### config.mk
export PLATFORM = sky130hd
export DESIGN_NAME = block_ack_reorder_buffer
export DESIGN_NICKNAME = d
export VERILOG_FILES = /design/src/bar_pkg.sv /design/src/bar_mod.sv /design/src/bar_ctrl.sv /design/src/bar_dp.sv /design/src/block_ack_reorder_buffer.sv
export SDC_FILE = /design/constraint.sdc
export NUM_CORES = 2
export LEC_CHECK = 0
export ABC_AREA = 1
export BUFFER_PORTS_ARGS = -buffer_cell sky130_fd_sc_hd__buf_2
export CAP_MARGIN = 20
export CORE_ASPECT_RATIO = 0.5
export CORE_MARGIN = 8
export CORE_UTILIZATION = 30
export CTS_CLUSTER_DIAMETER = 50
export DETAILED_ROUTE_END_ITERATION = 12
export MAX_ROUTING_LAYER = met4
export PLACE_DENSITY_LB_ADDON = 0.1
export RECOVER_POWER = 100
export REMOVE_ABC_BUFFERS = 1
export SLEW_MARGIN = 20
export SYNTH_ARGS = -nofsm -noshare
export SYNTH_HDL_FRONTEND = slang
export SYNTH_HIERARCHICAL = 1
export SYNTH_SLANG_ARGS = --single-unit
### constraint.sdc
create_clock -name i_clk -period 8.9 [get_ports i_clk]
set_clock_uncertainty 0.05 [all_clocks]
set_input_delay 0.445 -clock i_clk [delete_from_list [all_inputs] [get_ports i_clk]]
set_output_delay 0.445 -clock i_clk [all_outputs]
set_load 0.01 [all_outputs]
### src/bar_pkg.sv
`timescale 1ns / 1ps
// Package for the block-ack reorder buffer: payload structs, codes, FSM states
// and the command/status bundles between controller and datapath. No dependencies.
package bar_pkg;

    localparam int SEQ_W    = 12;
    localparam int HANDLE_W = 16;
    localparam int WSZ_W    = 6;
    localparam int CFG_W    = 12;

    localparam logic [SEQ_W-1:0] HALF_SPACE = 12'd2048;
    localparam logic [SEQ_W-1:0] SEQ_MASK   = 12'hFFF;

    localparam logic CFG_IDX_WINDOW = 1'b0;
    localparam logic CFG_IDX_START  = 1'b1;

    typedef enum logic [2:0] {
        ACT_FRAME  = 3'd0,
        ACT_AGING  = 3'd1,
        ACT_SCROLL = 3'd2,
        ACT_CLOSE  = 3'd3,
        ACT_OPEN   = 3'd4
    } t_action;

    typedef enum logic [2:0] {
        DISP_NONE    = 3'd0,
        DISP_DELIVER = 3'd1,
        DISP_DUP     = 3'd2,
        DISP_OLD     = 3'd3,
        DISP_FLUSH   = 3'd4,
        DISP_NOSESS  = 3'd5
    } t_disp;

    typedef enum logic [1:0] {
        TCMD_NONE  = 2'd0,
        TCMD_START = 2'd1,
        TCMD_STOP  = 2'd2
    } t_tcmd;

    typedef struct packed {
        logic [2:0]          action;
        logic [SEQ_W-1:0]    seq;
        logic [HANDLE_W-1:0] handle;
        logic                flush_mode;
    } t_item;

    typedef struct packed {
        logic [HANDLE_W-1:0] out_handle;
        logic [SEQ_W-1:0]    out_seq;
        logic [2:0]          disposition;
        logic [1:0]          timer_cmd;
        logic                last;
    } t_result;

    typedef enum logic [3:0] {
        ST_IDLE,
        ST_DISPATCH,
        ST_SLIDE,
        ST_MOD_PTR,
        ST_FRAME2,
        ST_MOD_SLOT,
        ST_DRAIN,
        ST_AGE,
        ST_CLOSE,
        ST_OPEN_INIT,
        ST_FIN
    } t_state;

    typedef struct packed {
        logic  latch;
        logic  emit_in;
        logic  emit_nosess;
        logic  rel_ptr;
        logic  rel_sptr;
        t_disp disp;
        logic  advance;
        logic  set_ast;
        logic  set_restart;
        logic  ld_slide;
        logic  slide_sel;
        logic  ld_cnt_win;
        logic  dec_cnt;
        logic  set_exp_tgt;
        logic  mod_start;
        logic  mod_sel;
        logic  set_ptr_mod;
        logic  store;
        logic  scan_init;
        logic  scan_step;
        logic  clr_active;
        logic  open_init;
        logic  timer_wr;
        logic  timer_val;
        logic  cmd_wr;
        t_tcmd cmd_val;
        logic  finish;
    } t_dp_cmd;

    typedef struct packed {
        logic [2:0] action;
        logic       flush;
        logic       active;
        logic       in_half;
        logic       beyond;
        logic       big;
        logic       cnt_zero;
        logic       cnt_one;
        logic       valid_ptr;
        logic       valid_sptr;
        logic       valid_mod;
        logic       mod_done;
        logic       seq_eq_exp;
        logic       same_open;
        logic       timer;
        logic       restart;
        logic       occ_nz;
        logic       ast;
    } t_dp_stat;

endpackage

### src/bar_mod.sv
`timescale 1ns / 1ps
// Bit-serial remainder unit: slot index = dividend mod window, one bit a cycle.
// Depends on bar_pkg.
module bar_mod #(
    parameter int WIN_W  = 6,
    parameter int SLOT_W = 5
) (
    input  logic                     i_clk,
    input  logic                     i_rst_n,
    input  logic                     i_start,
    input  logic [bar_pkg::SEQ_W-1:0] i_dividend,
    input  logic [WIN_W-1:0]         i_divisor,
    output logic                     o_done,
    output logic [SLOT_W-1:0]        o_rem
);
    import bar_pkg::*;

    localparam int CntW = $clog2(SEQ_W);

    logic              r_busy;
    logic              r_done;
    logic [CntW-1:0]   r_cnt;
    logic [SEQ_W-1:0]  r_dvd;
    logic [WIN_W-1:0]  r_rem;
    logic [WIN_W:0]    w_trial;
    logic              w_ge;
    logic [WIN_W-1:0]  n_rem;

    always_comb begin
        w_trial = {r_rem, r_dvd[SEQ_W-1]};
        w_ge    = w_trial >= {1'b0, i_divisor};
        n_rem   = w_ge ? WIN_W'(w_trial - {1'b0, i_divisor}) : WIN_W'(w_trial);
    end

    always_ff @(posedge i_clk) begin
        if (!i_rst_n) begin
            r_busy <= 1'b0;
            r_done <= 1'b0;
            r_cnt  <= '0;
        end else begin
            r_done <= 1'b0;
            if (i_start) begin
                r_busy <= 1'b1;
                r_cnt  <= '0;
            end else if (r_busy) begin
                r_cnt <= r_cnt + CntW'(1);
                if (r_cnt == CntW'(SEQ_W - 1)) begin
                    r_busy <= 1'b0;
                    r_done <= 1'b1;
                end
            end
        end
    end

    always_ff @(posedge i_clk) begin
        if (i_start) begin
            r_dvd <= i_dividend;
            r_rem <= '0;
        end else if (r_busy) begin
            r_dvd <= {r_dvd[SEQ_W-2:0], 1'b0};
            r_rem <= n_rem;
        end
    end

    assign o_done = r_done;
    assign o_rem  = SLOT_W'(r_rem);

endmodule

### src/bar_ctrl.sv
`timescale 1ns / 1ps
// Sequencer for the reorder buffer: walks the window one slot a cycle and
// drives the datapath by command bundle. Depends on bar_pkg.
module bar_ctrl (
    input  logic              i_clk,
    input  logic              i_rst_n,
    input  logic              start,
    output logic              busy,
    input  bar_pkg::t_dp_stat i_stat,
    output bar_pkg::t_dp_cmd  o_cmd
);
    import bar_pkg::*;

    t_state  r_state;
    t_state  n_state;
    t_dp_cmd c;

    always_ff @(posedge i_clk) begin
        if (!i_rst_n) begin
            r_state <= ST_IDLE;
        end else begin
            r_state <= n_state;
        end
    end

    // next state
    always_comb begin
        n_state = r_state;
        case (r_state)
            ST_IDLE: begin
                if (start) n_state = ST_DISPATCH;
            end
            ST_DISPATCH: begin
                case (i_stat.action)
                    ACT_FRAME: begin
                        if (!i_stat.active) n_state = ST_FIN;
                        else if (!i_stat.in_half) n_state = ST_DRAIN;
                        else if (i_stat.beyond) n_state = ST_SLIDE;
                        else n_state = ST_FRAME2;
                    end
                    ACT_AGING: begin
                        n_state = (i_stat.active && i_stat.occ_nz) ? ST_AGE : ST_FIN;
                    end
                    ACT_SCROLL: begin
                        n_state = (i_stat.active && i_stat.in_half) ? ST_SLIDE : ST_FIN;
                    end
                    ACT_CLOSE: begin
                        n_state = i_stat.active ? ST_CLOSE : ST_FIN;
                    end
                    ACT_OPEN: begin
                        if (!i_stat.active) n_state = ST_OPEN_INIT;
                        else if (i_stat.same_open) n_state = ST_FIN;
                        else n_state = ST_CLOSE;
                    end
                    default: n_state = ST_FIN;
                endcase
            end
            ST_SLIDE: begin
                if (i_stat.cnt_zero) begin
                    if (i_stat.big) n_state = ST_MOD_PTR;
                    else if (i_stat.action == ACT_FRAME) n_state = ST_FRAME2;
                    else n_state = ST_DRAIN;
                end
            end
            ST_MOD_PTR: begin
                if (i_stat.mod_done) begin
                    n_state = (i_stat.action == ACT_FRAME) ? ST_FRAME2 : ST_DRAIN;
                end
            end
            ST_FRAME2: begin
                n_state = i_stat.seq_eq_exp ? ST_DRAIN : ST_MOD_SLOT;
            end
            ST_MOD_SLOT: begin
                if (i_stat.mod_done) n_state = ST_DRAIN;
            end
            ST_DRAIN: begin
                if (!i_stat.valid_ptr) n_state = ST_FIN;
            end
            ST_AGE: begin
                if (i_stat.valid_ptr || i_stat.cnt_one) n_state = ST_DRAIN;
            end
            ST_CLOSE: begin
                if (i_stat.cnt_zero) begin
                    n_state = (i_stat.action == ACT_OPEN) ? ST_OPEN_INIT : ST_FIN;
                end
            end
            ST_OPEN_INIT: n_state = ST_FIN;
            ST_FIN:       n_state = ST_IDLE;
            default:      n_state = ST_IDLE;
        endcase
    end

    // commands
    always_comb begin
        c = '0;
        case (r_state)
            ST_IDLE: begin
                c.latch = start;
            end
            ST_DISPATCH: begin
                case (i_stat.action)
                    ACT_FRAME: begin
                        if (!i_stat.active) begin
                            c.emit_in = 1'b1;
                            c.disp    = DISP_NOSESS;
                        end else if (!i_stat.in_half) begin
                            c.emit_in = 1'b1;
                            c.disp    = i_stat.ast ? DISP_OLD : DISP_DELIVER;
                        end else begin
                            c.set_ast = 1'b1;
                            if (i_stat.beyond) begin
                                c.set_restart = i_stat.timer;
                                c.ld_slide    = 1'b1;
                                c.slide_sel   = 1'b0;
                            end
                        end
                    end
                    ACT_AGING: begin
                        c.timer_wr  = 1'b1;
                        c.timer_val = 1'b0;
                        if (i_stat.active && i_stat.occ_nz) begin
                            c.advance    = 1'b1;
                            c.ld_cnt_win = 1'b1;
                        end
                    end
                    ACT_SCROLL: begin
                        if (!i_stat.active) begin
                            c.emit_nosess = 1'b1;
                        end else if (i_stat.in_half) begin
                            c.ld_slide  = 1'b1;
                            c.slide_sel = 1'b1;
                        end
                    end
                    ACT_CLOSE: begin
                        if (!i_stat.active) begin
                            c.emit_nosess = 1'b1;
                            c.cmd_wr      = 1'b1;
                            c.cmd_val     = i_stat.timer ? TCMD_STOP : TCMD_NONE;
                            c.timer_wr    = 1'b1;
                            c.timer_val   = 1'b0;
                        end else begin
                            c.scan_init = 1'b1;
                        end
                    end
                    ACT_OPEN: begin
                        if (i_stat.active && !i_stat.same_open) c.scan_init = 1'b1;
                    end
                    default: c = '0;
                endcase
            end
            ST_SLIDE: begin
                if (i_stat.cnt_zero) begin
                    c.set_exp_tgt = 1'b1;
                    if (i_stat.big) begin
                        c.mod_start = 1'b1;
                        c.mod_sel   = 1'b1;
                    end
                end else begin
                    c.rel_ptr = i_stat.valid_ptr;
                    c.disp    = DISP_DELIVER;
                    c.advance = 1'b1;
                    c.dec_cnt = 1'b1;
                end
            end
            ST_MOD_PTR: begin
                c.set_ptr_mod = i_stat.mod_done;
            end
            ST_FRAME2: begin
                if (i_stat.seq_eq_exp) begin
                    c.set_restart = i_stat.timer;
                    c.advance     = 1'b1;
                    c.emit_in     = 1'b1;
                    c.disp        = DISP_DELIVER;
                end else begin
                    c.mod_start = 1'b1;
                    c.mod_sel   = 1'b0;
                end
            end
            ST_MOD_SLOT: begin
                if (i_stat.mod_done) begin
                    if (i_stat.valid_mod) begin
                        c.emit_in = 1'b1;
                        c.disp    = DISP_DUP;
                    end else begin
                        c.store = 1'b1;
                    end
                end
            end
            ST_DRAIN: begin
                if (i_stat.valid_ptr) begin
                    c.rel_ptr = 1'b1;
                    c.disp    = DISP_DELIVER;
                    c.advance = 1'b1;
                end else begin
                    case (i_stat.action)
                        ACT_FRAME: begin
                            if (!i_stat.timer) begin
                                if (i_stat.occ_nz) begin
                                    c.timer_wr  = 1'b1;
                                    c.timer_val = 1'b1;
                                    c.cmd_wr    = 1'b1;
                                    c.cmd_val   = TCMD_START;
                                end
                            end else if (!i_stat.occ_nz) begin
                                c.timer_wr  = 1'b1;
                                c.timer_val = 1'b0;
                                c.cmd_wr    = 1'b1;
                                c.cmd_val   = TCMD_STOP;
                            end else if (i_stat.restart) begin
                                c.cmd_wr  = 1'b1;
                                c.cmd_val = TCMD_START;
                            end
                        end
                        ACT_AGING: begin
                            c.timer_wr  = 1'b1;
                            c.timer_val = i_stat.occ_nz;
                            c.cmd_wr    = 1'b1;
                            c.cmd_val   = i_stat.occ_nz ? TCMD_START : TCMD_NONE;
                        end
                        default: c.cmd_wr = 1'b0;
                    endcase
                end
            end
            ST_AGE: begin
                // step to the next stored frame past the hole
                c.advance = 1'b1;
                if (i_stat.valid_ptr) begin
                    c.rel_ptr = 1'b1;
                    c.disp    = DISP_DELIVER;
                end else begin
                    c.dec_cnt = 1'b1;
                end
            end
            ST_CLOSE: begin
                if (i_stat.cnt_zero) begin
                    c.clr_active = 1'b1;
                    c.cmd_wr     = 1'b1;
                    c.cmd_val    = i_stat.timer ? TCMD_STOP : TCMD_NONE;
                    c.timer_wr   = 1'b1;
                    c.timer_val  = 1'b0;
                end else begin
                    c.rel_sptr  = i_stat.valid_sptr;
                    c.disp      = (i_stat.action == ACT_CLOSE && i_stat.flush) ?
                                  DISP_FLUSH : DISP_DELIVER;
                    c.scan_step = 1'b1;
                    c.dec_cnt   = 1'b1;
                end
            end
            ST_OPEN_INIT: c.open_init = 1'b1;
            ST_FIN:       c.finish    = 1'b1;
            default:      c = '0;
        endcase
    end

    assign o_cmd = c;
    assign busy  = (r_state != ST_IDLE);

endmodule

### src/bar_dp.sv
`timescale 1ns / 1ps
// Datapath: session registers, slot store, remainder unit and result staging.
// Depends on bar_pkg and bar_mod.
module bar_dp #(
    parameter int MAX_WINDOW = 32
) (
    input  logic                i_clk,
    input  logic                i_rst_n,
    input  bar_pkg::t_item      i_item,
    input  logic                i_cfg_we,
    input  logic                i_cfg_idx,
    input  logic [bar_pkg::CFG_W-1:0] i_cfg_wdata,
    input  bar_pkg::t_dp_cmd    i_cmd,
    output bar_pkg::t_dp_stat   o_stat,
    output logic                o_res_valid,
    output bar_pkg::t_result    o_result
);
    import bar_pkg::*;

    localparam int WinW  = $clog2(MAX_WINDOW + 1);
    localparam int SlotW = (MAX_WINDOW > 1) ? $clog2(MAX_WINDOW) : 1;

    t_item                 r_item;
    logic [WSZ_W-1:0]      r_cfg_win;
    logic [SEQ_W-1:0]      r_cfg_start;
    logic [WinW-1:0]       r_win;
    logic [SEQ_W-1:0]      r_base;
    logic [SEQ_W-1:0]      r_exp;
    logic [SlotW-1:0]      r_ptr;
    logic [SlotW-1:0]      r_sptr;
    logic                  r_ast;
    logic                  r_active;
    logic                  r_timer;
    logic                  r_restart;
    logic [WinW-1:0]       r_occ;
    logic [MAX_WINDOW-1:0] r_valid;
    logic [HANDLE_W-1:0]   r_hnd [MAX_WINDOW];
    logic [SEQ_W-1:0]      r_sq  [MAX_WINDOW];
    logic [SEQ_W-1:0]      r_tgt;
    logic [WinW-1:0]       r_cnt;
    logic                  r_big;
    t_tcmd                 r_cmd;
    t_result               r_pend;
    logic                  r_pend_v;
    t_result               r_out;
    logic                  r_out_v;

    logic [WinW-1:0]   w_cfg_clamp;
    logic [SEQ_W-1:0]  w_win12;
    logic [SEQ_W-1:0]  w_fr_tgt;
    logic [SEQ_W-1:0]  w_tgt;
    logic [SEQ_W-1:0]  w_gap;
    logic              w_big;
    logic [WinW-1:0]   w_cnt;
    logic [WinW-1:0]   w_ptr_p1;
    logic [WinW-1:0]   w_sptr_p1;
    logic              w_off_top;
    logic [SlotW-1:0]  w_ptr_next;
    logic [SlotW-1:0]  w_sptr_next;
    logic [SlotW-1:0]  w_rel_addr;
    logic              w_rel;
    logic              w_new_v;
    t_result           w_new;
    t_result           w_fin;
    logic              w_mod_done;
    logic [SlotW-1:0]  w_mod_rem;
    logic [SEQ_W-1:0]  w_mod_dvd;

    always_comb begin
        if (r_cfg_win == '0) w_cfg_clamp = WinW'(1);
        else if (r_cfg_win > WSZ_W'(MAX_WINDOW)) w_cfg_clamp = WinW'(MAX_WINDOW);
        else w_cfg_clamp = r_cfg_win[WinW-1:0];
        w_win12     = SEQ_W'(r_win);
        w_fr_tgt    = r_item.seq - w_win12 + SEQ_W'(1);
        w_tgt       = i_cmd.slide_sel ? r_item.seq : w_fr_tgt;
        w_gap       = w_tgt - r_exp;
        w_big       = w_gap > w_win12;
        w_cnt       = w_big ? r_win : w_gap[WinW-1:0];
        w_ptr_p1    = WinW'(r_ptr) + WinW'(1);
        w_sptr_p1   = WinW'(r_sptr) + WinW'(1);
        // offset from the base wraps to zero, and so does the slot
        w_off_top   = ((r_exp - r_base) == SEQ_MASK);
        w_ptr_next  = (w_ptr_p1 == r_win || w_off_top) ? '0 : SlotW'(w_ptr_p1);
        w_sptr_next = (w_sptr_p1 == r_win) ? '0 : SlotW'(w_sptr_p1);
        w_rel_addr  = i_cmd.rel_sptr ? r_sptr : r_ptr;
        w_rel       = i_cmd.rel_ptr | i_cmd.rel_sptr;
        w_mod_dvd   = (i_cmd.mod_sel ? r_tgt : r_item.seq) - r_base;
    end

    always_comb begin
        w_new   = '0;
        w_new_v = i_cmd.emit_in | i_cmd.emit_nosess | w_rel;
        if (i_cmd.emit_in) begin
            w_new.out_handle  = r_item.handle;
            w_new.out_seq     = r_item.seq;
            w_new.disposition = i_cmd.disp;
        end else if (i_cmd.emit_nosess) begin
            w_new.disposition = DISP_NOSESS;
        end else if (w_rel) begin
            w_new.out_handle  = r_hnd[w_rel_addr];
            w_new.out_seq     = r_sq[w_rel_addr];
            w_new.disposition = i_cmd.disp;
        end
        w_fin           = r_pend_v ? r_pend : '0;
        w_fin.last      = 1'b1;
        w_fin.timer_cmd = r_cmd;
    end

    bar_mod #(
        .WIN_W  (WinW),
        .SLOT_W (SlotW)
    ) u_mod (
        .i_clk      (i_clk),
        .i_rst_n    (i_rst_n),
        .i_start    (i_cmd.mod_start),
        .i_dividend (w_mod_dvd),
        .i_divisor  (r_win),
        .o_done     (w_mod_done),
        .o_rem      (w_mod_rem)
    );

    always_ff @(posedge i_clk) begin
        if (!i_rst_n) begin
            r_cfg_win   <= WSZ_W'(32);
            r_cfg_start <= '0;
            r_win       <= (MAX_WINDOW < 32) ? WinW'(MAX_WINDOW) : WinW'(32);
            r_base      <= '0;
            r_exp       <= '0;
            r_ptr       <= '0;
            r_sptr      <= '0;
            r_ast       <= 1'b0;
            r_active    <= 1'b0;
            r_timer     <= 1'b0;
            r_restart   <= 1'b0;
            r_occ       <= '0;
            r_valid     <= '0;
            r_cnt       <= '0;
            r_big       <= 1'b0;
            r_cmd       <= TCMD_NONE;
            r_pend_v    <= 1'b0;
            r_out_v     <= 1'b0;
        end else begin
            if (i_cfg_we) begin
                case (i_cfg_idx)
                    CFG_IDX_WINDOW: r_cfg_win   <= i_cfg_wdata[WSZ_W-1:0];
                    CFG_IDX_START:  r_cfg_start <= i_cfg_wdata[SEQ_W-1:0];
                    default:        r_cfg_start <= r_cfg_start;
                endcase
            end
            if (i_cmd.latch) begin
                r_restart <= 1'b0;
                r_cmd     <= TCMD_NONE;
            end
            if (i_cmd.set_ast)     r_ast     <= 1'b1;
            if (i_cmd.set_restart) r_restart <= 1'b1;
            if (i_cmd.ld_slide) begin
                r_cnt <= w_cnt;
                r_big <= w_big;
            end
            if (i_cmd.ld_cnt_win || i_cmd.scan_init) r_cnt <= r_win;
            if (i_cmd.dec_cnt)   r_cnt  <= r_cnt - WinW'(1);
            if (i_cmd.scan_init) r_sptr <= r_ptr;
            if (i_cmd.scan_step) r_sptr <= w_sptr_next;
            if (i_cmd.advance) begin
                r_exp <= r_exp + SEQ_W'(1);
                r_ptr <= w_ptr_next;
            end
            if (i_cmd.set_exp_tgt) r_exp <= r_tgt;
            if (i_cmd.set_ptr_mod) r_ptr <= w_mod_rem;
            if (w_rel) begin
                r_valid[w_rel_addr] <= 1'b0;
                r_occ               <= r_occ - WinW'(1);
            end
            if (i_cmd.store) begin
                r_valid[w_mod_rem] <= 1'b1;
                r_occ              <= r_occ + WinW'(1);
            end
            if (i_cmd.clr_active) r_active <= 1'b0;
            if (i_cmd.timer_wr)   r_timer  <= i_cmd.timer_val;
            if (i_cmd.cmd_wr)     r_cmd    <= i_cmd.cmd_val;
            if (i_cmd.open_init) begin
                r_win    <= w_cfg_clamp;
                r_base   <= r_cfg_start;
                r_exp    <= r_cfg_start;
                r_ptr    <= '0;
                r_ast    <= 1'b0;
                r_active <= 1'b1;
                r_timer  <= 1'b0;
                r_occ    <= '0;
                r_valid  <= '0;
            end
            // hold one beat back so the final one can carry last and the timer command
            r_out_v <= i_cmd.finish | (w_new_v & r_pend_v);
            if (i_cmd.finish) begin
                r_pend_v <= 1'b0;
            end else if (w_new_v) begin
                r_pend_v <= 1'b1;
            end
        end
    end

    always_ff @(posedge i_clk) begin
        if (i_cmd.latch)    r_item <= i_item;
        if (i_cmd.ld_slide) r_tgt  <= w_tgt;
        if (i_cmd.store) begin
            r_hnd[w_mod_rem] <= r_item.handle;
            r_sq[w_mod_rem]  <= r_item.seq;
        end
        if (i_cmd.finish) begin
            r_out <= w_fin;
        end else if (w_new_v) begin
            r_pend <= w_new;
            r_out  <= r_pend;
        end
    end

    always_comb begin
        o_stat            = '0;
        o_stat.action     = r_item.action;
        o_stat.flush      = r_item.flush_mode;
        o_stat.active     = r_active;
        o_stat.in_half    = (r_item.seq - r_exp) <= HALF_SPACE;
        o_stat.beyond     = (r_item.seq - r_exp - w_win12) <= HALF_SPACE;
        o_stat.big        = r_big;
        o_stat.cnt_zero   = (r_cnt == '0);
        o_stat.cnt_one    = (r_cnt == WinW'(1));
        o_stat.valid_ptr  = r_valid[r_ptr];
        o_stat.valid_sptr = r_valid[r_sptr];
        o_stat.valid_mod  = r_valid[w_mod_rem];
        o_stat.mod_done   = w_mod_done;
        o_stat.seq_eq_exp = (r_item.seq == r_exp);
        o_stat.same_open  = (r_win == w_cfg_clamp) && (r_exp == r_cfg_start);
        o_stat.timer      = r_timer;
        o_stat.restart    = r_restart;
        o_stat.occ_nz     = (r_occ != '0);
        o_stat.ast        = r_ast;
    end

    assign o_res_valid = r_out_v;
    assign o_result    = r_out;

    a_occ_matches_valid: assert property (@(posedge i_clk) disable iff (!i_rst_n)
        $countones(r_valid) == int'(r_occ))
        else $error("occupancy count disagrees with slot valid bits");

    a_ptr_in_window: assert property (@(posedge i_clk) disable iff (!i_rst_n)
        r_active |-> (WinW'(r_ptr) < r_win))
        else $error("expected-slot pointer outside window");

    a_last_clears_pending: assert property (@(posedge i_clk) disable iff (!i_rst_n)
        (r_out_v && r_out.last) |-> !r_pend_v)
        else $error("final beat sent with a result still held back");

endmodule

### src/block_ack_reorder_buffer.sv
`timescale 1ns / 1ps
// Top level of the block-ack receive reorder buffer: controller plus datapath.
// Depends on bar_pkg, bar_ctrl, bar_dp (and bar_mod below it).
//
// One item is taken when start is high and busy is low; busy stays high until
// its final result has been staged. The sequencer visits one slot per cycle
// when it slides, drains, ages or closes the window, and each slot index
// computed from an arbitrary sequence number goes through the bit-serial
// remainder unit. Results leave one per cycle on o_res_valid and cannot be
// held off; the last beat of each item has last set and carries the timer
// command. Slot valid bits clear at once on reset and on open.
module block_ack_reorder_buffer #(
    parameter int MAX_WINDOW = 32
) (
    input  logic                      i_clk,
    input  logic                      i_rst_n,
    input  logic                      start,
    output logic                      busy,
    input  bar_pkg::t_item            i_item,
    input  logic                      i_cfg_we,
    input  logic                      i_cfg_idx,
    input  logic [bar_pkg::CFG_W-1:0] i_cfg_wdata,
    output logic                      o_res_valid,
    output bar_pkg::t_result          o_result
);
    import bar_pkg::*;

    t_dp_cmd  w_cmd;
    t_dp_stat w_stat;

    bar_ctrl u_ctrl (
        .i_clk   (i_clk),
        .i_rst_n (i_rst_n),
        .start   (start),
        .busy    (busy),
        .i_stat  (w_stat),
        .o_cmd   (w_cmd)
    );

    bar_dp #(
        .MAX_WINDOW (MAX_WINDOW)
    ) u_dp (
        .i_clk       (i_clk),
        .i_rst_n     (i_rst_n),
        .i_item      (i_item),
        .i_cfg_we    (i_cfg_we),
        .i_cfg_idx   (i_cfg_idx),
        .i_cfg_wdata (i_cfg_wdata),
        .i_cmd       (w_cmd),
        .o_stat      (w_stat),
        .o_res_valid (o_res_valid),
        .o_result    (o_result)
    );

endmodule
After elaboration in Yosys (flattened, before gate mapping) --
Memory sizes are Yosys's and may differ from the RTL's. Cells that the tools add are included.
Word-level totals: flip-flop bits (word level) 248, latch bits 0, RAM bits 896, ROM bits 0, bits of input ports 49, memories kept 2
Memories:
- u_dp.r_hnd | depth 32, width 16, read ports 1, clocked after Yosys merged registers in 0, wr ports 1, line bar_dp.sv:37 | logic [HANDLE_W-1:0] r_hnd [MAX_WINDOW];
- u_dp.r_sq | depth 32, width 12, read ports 1, clocked after Yosys merged registers in 0, wr ports 1, line bar_dp.sv:38 | logic [SEQ_W-1:0] r_sq [MAX_WINDOW];
Operators by class: $add $sub $neg 15, multipliers 0, div/mod/pow operators 0, magnitude comparators 11, eq/ne operators 29, shift operators 0, muxes and demuxes 154, bitwise gates (word level) 12, reductions and logical operators 38
Operators with widths (number):
- 34-bit 2-to-1 mux | 3
- 32-bit 2-to-1 mux | 3
- 12-bit 2-to-1 mux | 7
- 4-bit 2-to-1 mux | 16
- 31-bit 2-to-1 mux | 2
- 5-bit 2-to-1 mux | 12
- 6-bit 2-to-1 mux | 9
- 12-bit subtractor | 4
- 1-bit 2-to-1 mux | 47
- 2-bit 2-to-1 mux | 20
- 4-bit case mux with 10 select lines | 1
- 3-bit 2-to-1 mux | 13
- 32-bit bitwise AND | 1
- 32-bit NOT | 1
- 32-bit OR | 1
- 28-bit 2-to-1 mux | 1
- 12-bit by 1-bit adder with 12-bit output (second input constant) | 2
- 12-bit == test | 2
- 12-bit <= comparator (second input constant) | 2
- 5-bit by 6-bit < comparator with 1-bit output (second input constant) | 4
- 12-bit by 6-bit subtractor with 12-bit output | 2
- 3-bit case mux with 7 select lines | 1
- 2-bit case mux with 2 select lines | 5
- 4-bit case mux with 5 select lines | 1
- other kinds (44) | 99

Logic depth before layout (Yosys ltp) --
depth in word-level cells 16, mapped depth 43, mapped depth without buffers 42

Modules after synthesis --
The synthesis kept the hierarchy.
Modules (own cells, without submodules):
- bar_dp | times used 1, cells each 3516, area an instance 45491.1 um^2, sequential area each 32391.1 um^2
- bar_mod | times used 1, cells each 178, area an instance 1422.6 um^2, sequential area each 600.6 um^2
- bar_ctrl | times used 1, cells each 184, area an instance 954.7 um^2, sequential area each 80.1 um^2

Worst setup path before layout --
No wires, ideal clock.
kind register to register, start register u_dp/r_item[17] (netlist bit), end register u_dp.r_cnt[0], setup time 0.120 ns, arrival time 6.072 ns, required time 8.730 ns, slack 2.659 ns, stages on the path, launching flop included 37, period minus slack after synthesis 6.241 ns, cell sequence edfxtp_1 > inv_1 > ha_1 > inv_1 > fa_1 > or3b_2 > nor4_1 > nand4_1 > o21ai_0 > nand2_1 > or2_2 > nor2_1 > clkbuf_1 > nand2_1 > o21ai_0 > inv_1 > ha_1 > fa_1 > inv_1 > nand3_1 > nand2_1 > xor2_1 > ha_1 > nand2_1 > inv_1 > nand2_1 > nand2_1 > nand2_1 > nand2_1 > nor2_1 > nand4_1 > nor2_1 > nand3_1 > inv_1 > nand2_1 > nand3_1 > a21oi_1
RTL lines:
- start, declared | line bar_dp.sv:23 | t_item r_item;
- start signal, assigned | line bar_dp.sv:203 | if (i_cmd.latch) r_item <= i_item;
- end signal, assigned | line bar_dp.sv:157 | r_cnt <= w_cnt;
- end signal, assigned | line bar_dp.sv:160 | if (i_cmd.ld_cnt_win || i_cmd.scan_init) r_cnt <= r_win;
- end signal, assigned | line bar_dp.sv:161 | if (i_cmd.dec_cnt) r_cnt <= r_cnt - WinW'(1);
- end, declared | line bar_dp.sv:40 | logic [WinW-1:0] r_cnt;

==> flow_summary.json <==
{
  "status": "complete, but fails checks",
  "violations": "capacitance limit, slew limit",
  "seqPwrFrac_pct": 45.4,
  "grt_max_degree": 106,
  "grt_pass1_vias": 32111,
  "dieArea_mm2": 0.173,
  "synth_area_leaders": "edfxtp_1 (64%), o22ai_1 (6.1%), dfxtp_1 (5.4%)",
  "rows": 103,
  "gr-total-overflow": 0,
  "drt-pass1-iter-count": 6,
  "crit_fanout": 16,
  "combPwrFrac_pct": 21.9,
  "cts_tree": "built",
  "worst_path_max_delay_cell": "nor2_1",
  "hold_viol": 0,
  "io_pins": 85,
  "yosysSeqAreaShare_pct": 69.1,
  "p_clk_share_pct": 32.7,
  "yosys_warnings": 6,
  "fp.dieW_um": 581,
  "cts_setup_buffers": 0,
  "rsz0062_at_grt": "false",
  "track_usage_pct": 19.1,
  "place.gp.congestion": 0.849,
  "path_class": "flop to flop",
  "final_area_mm2": 0.0549,
  "grt_pass1_wl_um": 236000,
  "wl_per_cell_um": 26.8,
  "peakVddDrop_mv": 0.146,
  "hpwl_um": 95800,
  "instances_no_fill": 6231,
  "async_flop_share_pct": 0,
  "antenna_found_initial": 5,
  "start_util_pct": 30.3,
  "crit_buf_inv": 4,
  "nNetsFinal": 4178,
  "syn_avg_cell_area_um2": 12.3,
  "insertion_delay_ps": 750,
  "yosysTopAreaCell": "edfxtp_1",
  "cp-end-kind": "flop",
  "clockBufferDepth": 3,
  "cts_sinks": 1144,
  "worstHoldStart": "i_cfg_idx",
  "startpoint_type": "flop",
  "leakage_uw": 0.0182,
  "area_delta_synth_final_pct": 14.7,
  "die_y_um": 298,
  "routed_wl_um": 167000,
  "cp_top_family": "simple AND/OR/NAND/NOR gates",
  "hp-class": "input port to flop",
  "slew_violations": 897,
  "max_stage_delay_ps": 1790,
  "max-cap-violations": 35,
  "cts_root_buf": "clkbuf_16",
  "worst_pin_slew_ps": 3500,
  "crit_path_cell_trace": "clkbuf_1 > nor2_1 > a22oi_1 > o211ai_1 > a22o_1 > a221oi_1 > nand2_1 > nor4_1 > inv_1 > nor3_1 > inv_1 > nor2_1 > clkbuf_2",
  "ys.flop_type": "edfxtp_1",
  "drt-initial-drc-count": 3404,
  "power_density_mw_per_mm2": 272,
  "post-route-period-util_pct": 92.6,
  "crit_arrival_ps": 8560,
  "vias_per_cell": 5.22,
  "yosys_register_bits": 1144,
  "synth_top_area_share_pct": 63.7,
  "core_mm2": 0.158,
  "final_layout_size_suffix_gt1_share_pct": 8.43,
  "crit_required_ps": 9210,
  "syn-instance-count": 3878,
  "synth.distinct_cells": 60,
  "cts_buffers": 118,
  "whs_ps": 111,
  "drc_errors": 0,
  "ctsHoldBuffers": 44,
  "finalSetupViolations": 0,
  "route.vias.total": 32546,
  "postRouteAntennaNets": 0,
  "io_buffer_count": 84,
  "intPower_uw": 10200,
  "min_period_ps": 8240,
  "dp_cells": 5961,
  "relSlewSlack_pct": -134,
  "synth_edf_count": 1016,
  "tns_ps": 0,
  "placed_cell_area_mm2": 0.0511,
  "switchingPower_uw": 4770,
  "switching_share_pct": 31.9,
  "htreeDepth": 3,
  "ctsResizeCount": 0,
  "setup.worst_path.start": "u_dp/u_mod/r_rem[0]",
  "clkSlewWorstSetupHoldPaths_ps": 60,
  "nFillCells": 15386,
  "rr_startpoint": "u_dp/u_mod/r_rem[0]",
  "clock.fmax_mhz": 121,
  "syn_area_mm2": 0.0479
}
-- Yosys cell counts (44+ instances only) --
master / instances
nor2_1: 207
o21ai_0: 285
inv_1: 311
dfxtp_1: 128
a21oi_1: 140
edfxtp_1: 1016
clkbuf_1: 63
nand2_1: 383
o22ai_1: 468
ha_1: 92
buf_2: 90
nand3_1: 155
nand4_1: 61
xor2_1: 44
o21ai_1: 109
-- cell families after synthesis --
kind of cell	Yosys count	share of synthesized area (%)
and+or+nand+nor	902	8.40
adders and majority gates	100	2.74
DFF	1144	69.1
xor gates and xnor gates	65	1.19
AOI/OAI and AO/OA	1142	14.0
buffers and inverters	525	4.62
-- worst reg2reg max path, delay by kind of cell, from the launching register on --
| kind | cells | cell delay [ps] |
|---|---|---|
| buffers and inverters | 4 | 2530 |
| AOI/OAI and AO/OA | 4 | 870 |
| and+or+nand+nor | 5 | 4140 |
| DFF | 1 | 300 |
-- state kept, by name, summed over array words and instances (netlist names), 28 cells and up --
| name | flops |
|---|---|
| u_dp/o_result | 34 |
| u_dp/r_hnd | 512 |
| u_dp/r_item | 28 |
| u_dp/r_pend | 31 |
| u_dp/r_sq | 384 |
| u_dp/r_valid | 32 |
-- cell type report --
cell class | instances | area [um2] | area share (%)
diodes | 1 | 2.50 | 0.00456
repair buffers | 220 | 1400 | 2.54
flip-flops and latches | 1144 | 33100 | 60.2
inverters | 336 | 1280 | 2.32
clock buffers | 144 | 3120 | 5.69
clock inverters | 77 | 643 | 1.17
multi-input cells | 2209 | 12800 | 23.3
well taps | 2100 | 2630 | 4.78
-- cell usage in the layout, fill, tap and decap left out, types with 18 or more instances in the layout --
cell / count
edfxtp_1: 1016
o22ai_1: 468
nand2_1: 382
inv_1: 312
o21ai_0: 286
nor2_1: 192
nand3_1: 154
a21oi_1: 140
dfxtp_1: 128
clkbuf_16: 120
o21ai_1: 108
clkbuf_1: 106
ha_1: 92
nand4_1: 61
dlygate4sd3_1: 44
xor2_1: 44
o211ai_1: 39
clkinv_1: 37
buf_4: 34
nor3_1: 33
buf_2: 26
clkbuf_2: 24
o31ai_1: 21
xnor2_1: 21
clkinv_2: 20
nor2_4: 18
-- power by group through the flow --
stage	Combinational, uW	Sequential (uW)	Clock [uW]
after CTS	3290	6800	5000
after global routing	3680	6820	5220
final	3270	6780	4880
after detailed placement	3250	6910	0
after global placement	3280	6900	0
after floorplan	2110	6880	0
-- path summary, 6_finish.rpt --
path,end,slack [ps],cells past startpoint
worst max-delay path,u_dp/r_sq[19][10],660,13
worst min-delay path,u_dp/r_cfg_win[5],110,3
worst max register to register,u_dp/r_sq[19][10],660,13
worst min register to register,u_dp/r_occ[5],420,1
-- routing by layer --
metal | routed length [um] | up-vias | global-route usage [%]
met3 | 7850 | 203 | 2.35
met4 | 3330 | 0 | 3.80
met2 | 76200 | 847 | 30.0
li1 | - | 14861 | -
met5 | 0 | - | -
met1 | 79800 | 16635 | 26.7
-- through the flow --
stage / setup slack [ps] / power [uW] / utilization [%]
after global routing: 294 / 15700 / 34.7
after floorplan: 2660 / 8990 / -
after global placement: 1190 / 10200 / 32.3
final: 659 / 14900 / 34.7
after detailed placement: 1120 / 10200 / 32.3
after CTS: 1090 / 15100 / 35.0
No activity file was read; power rests on OpenSTA's default activity.
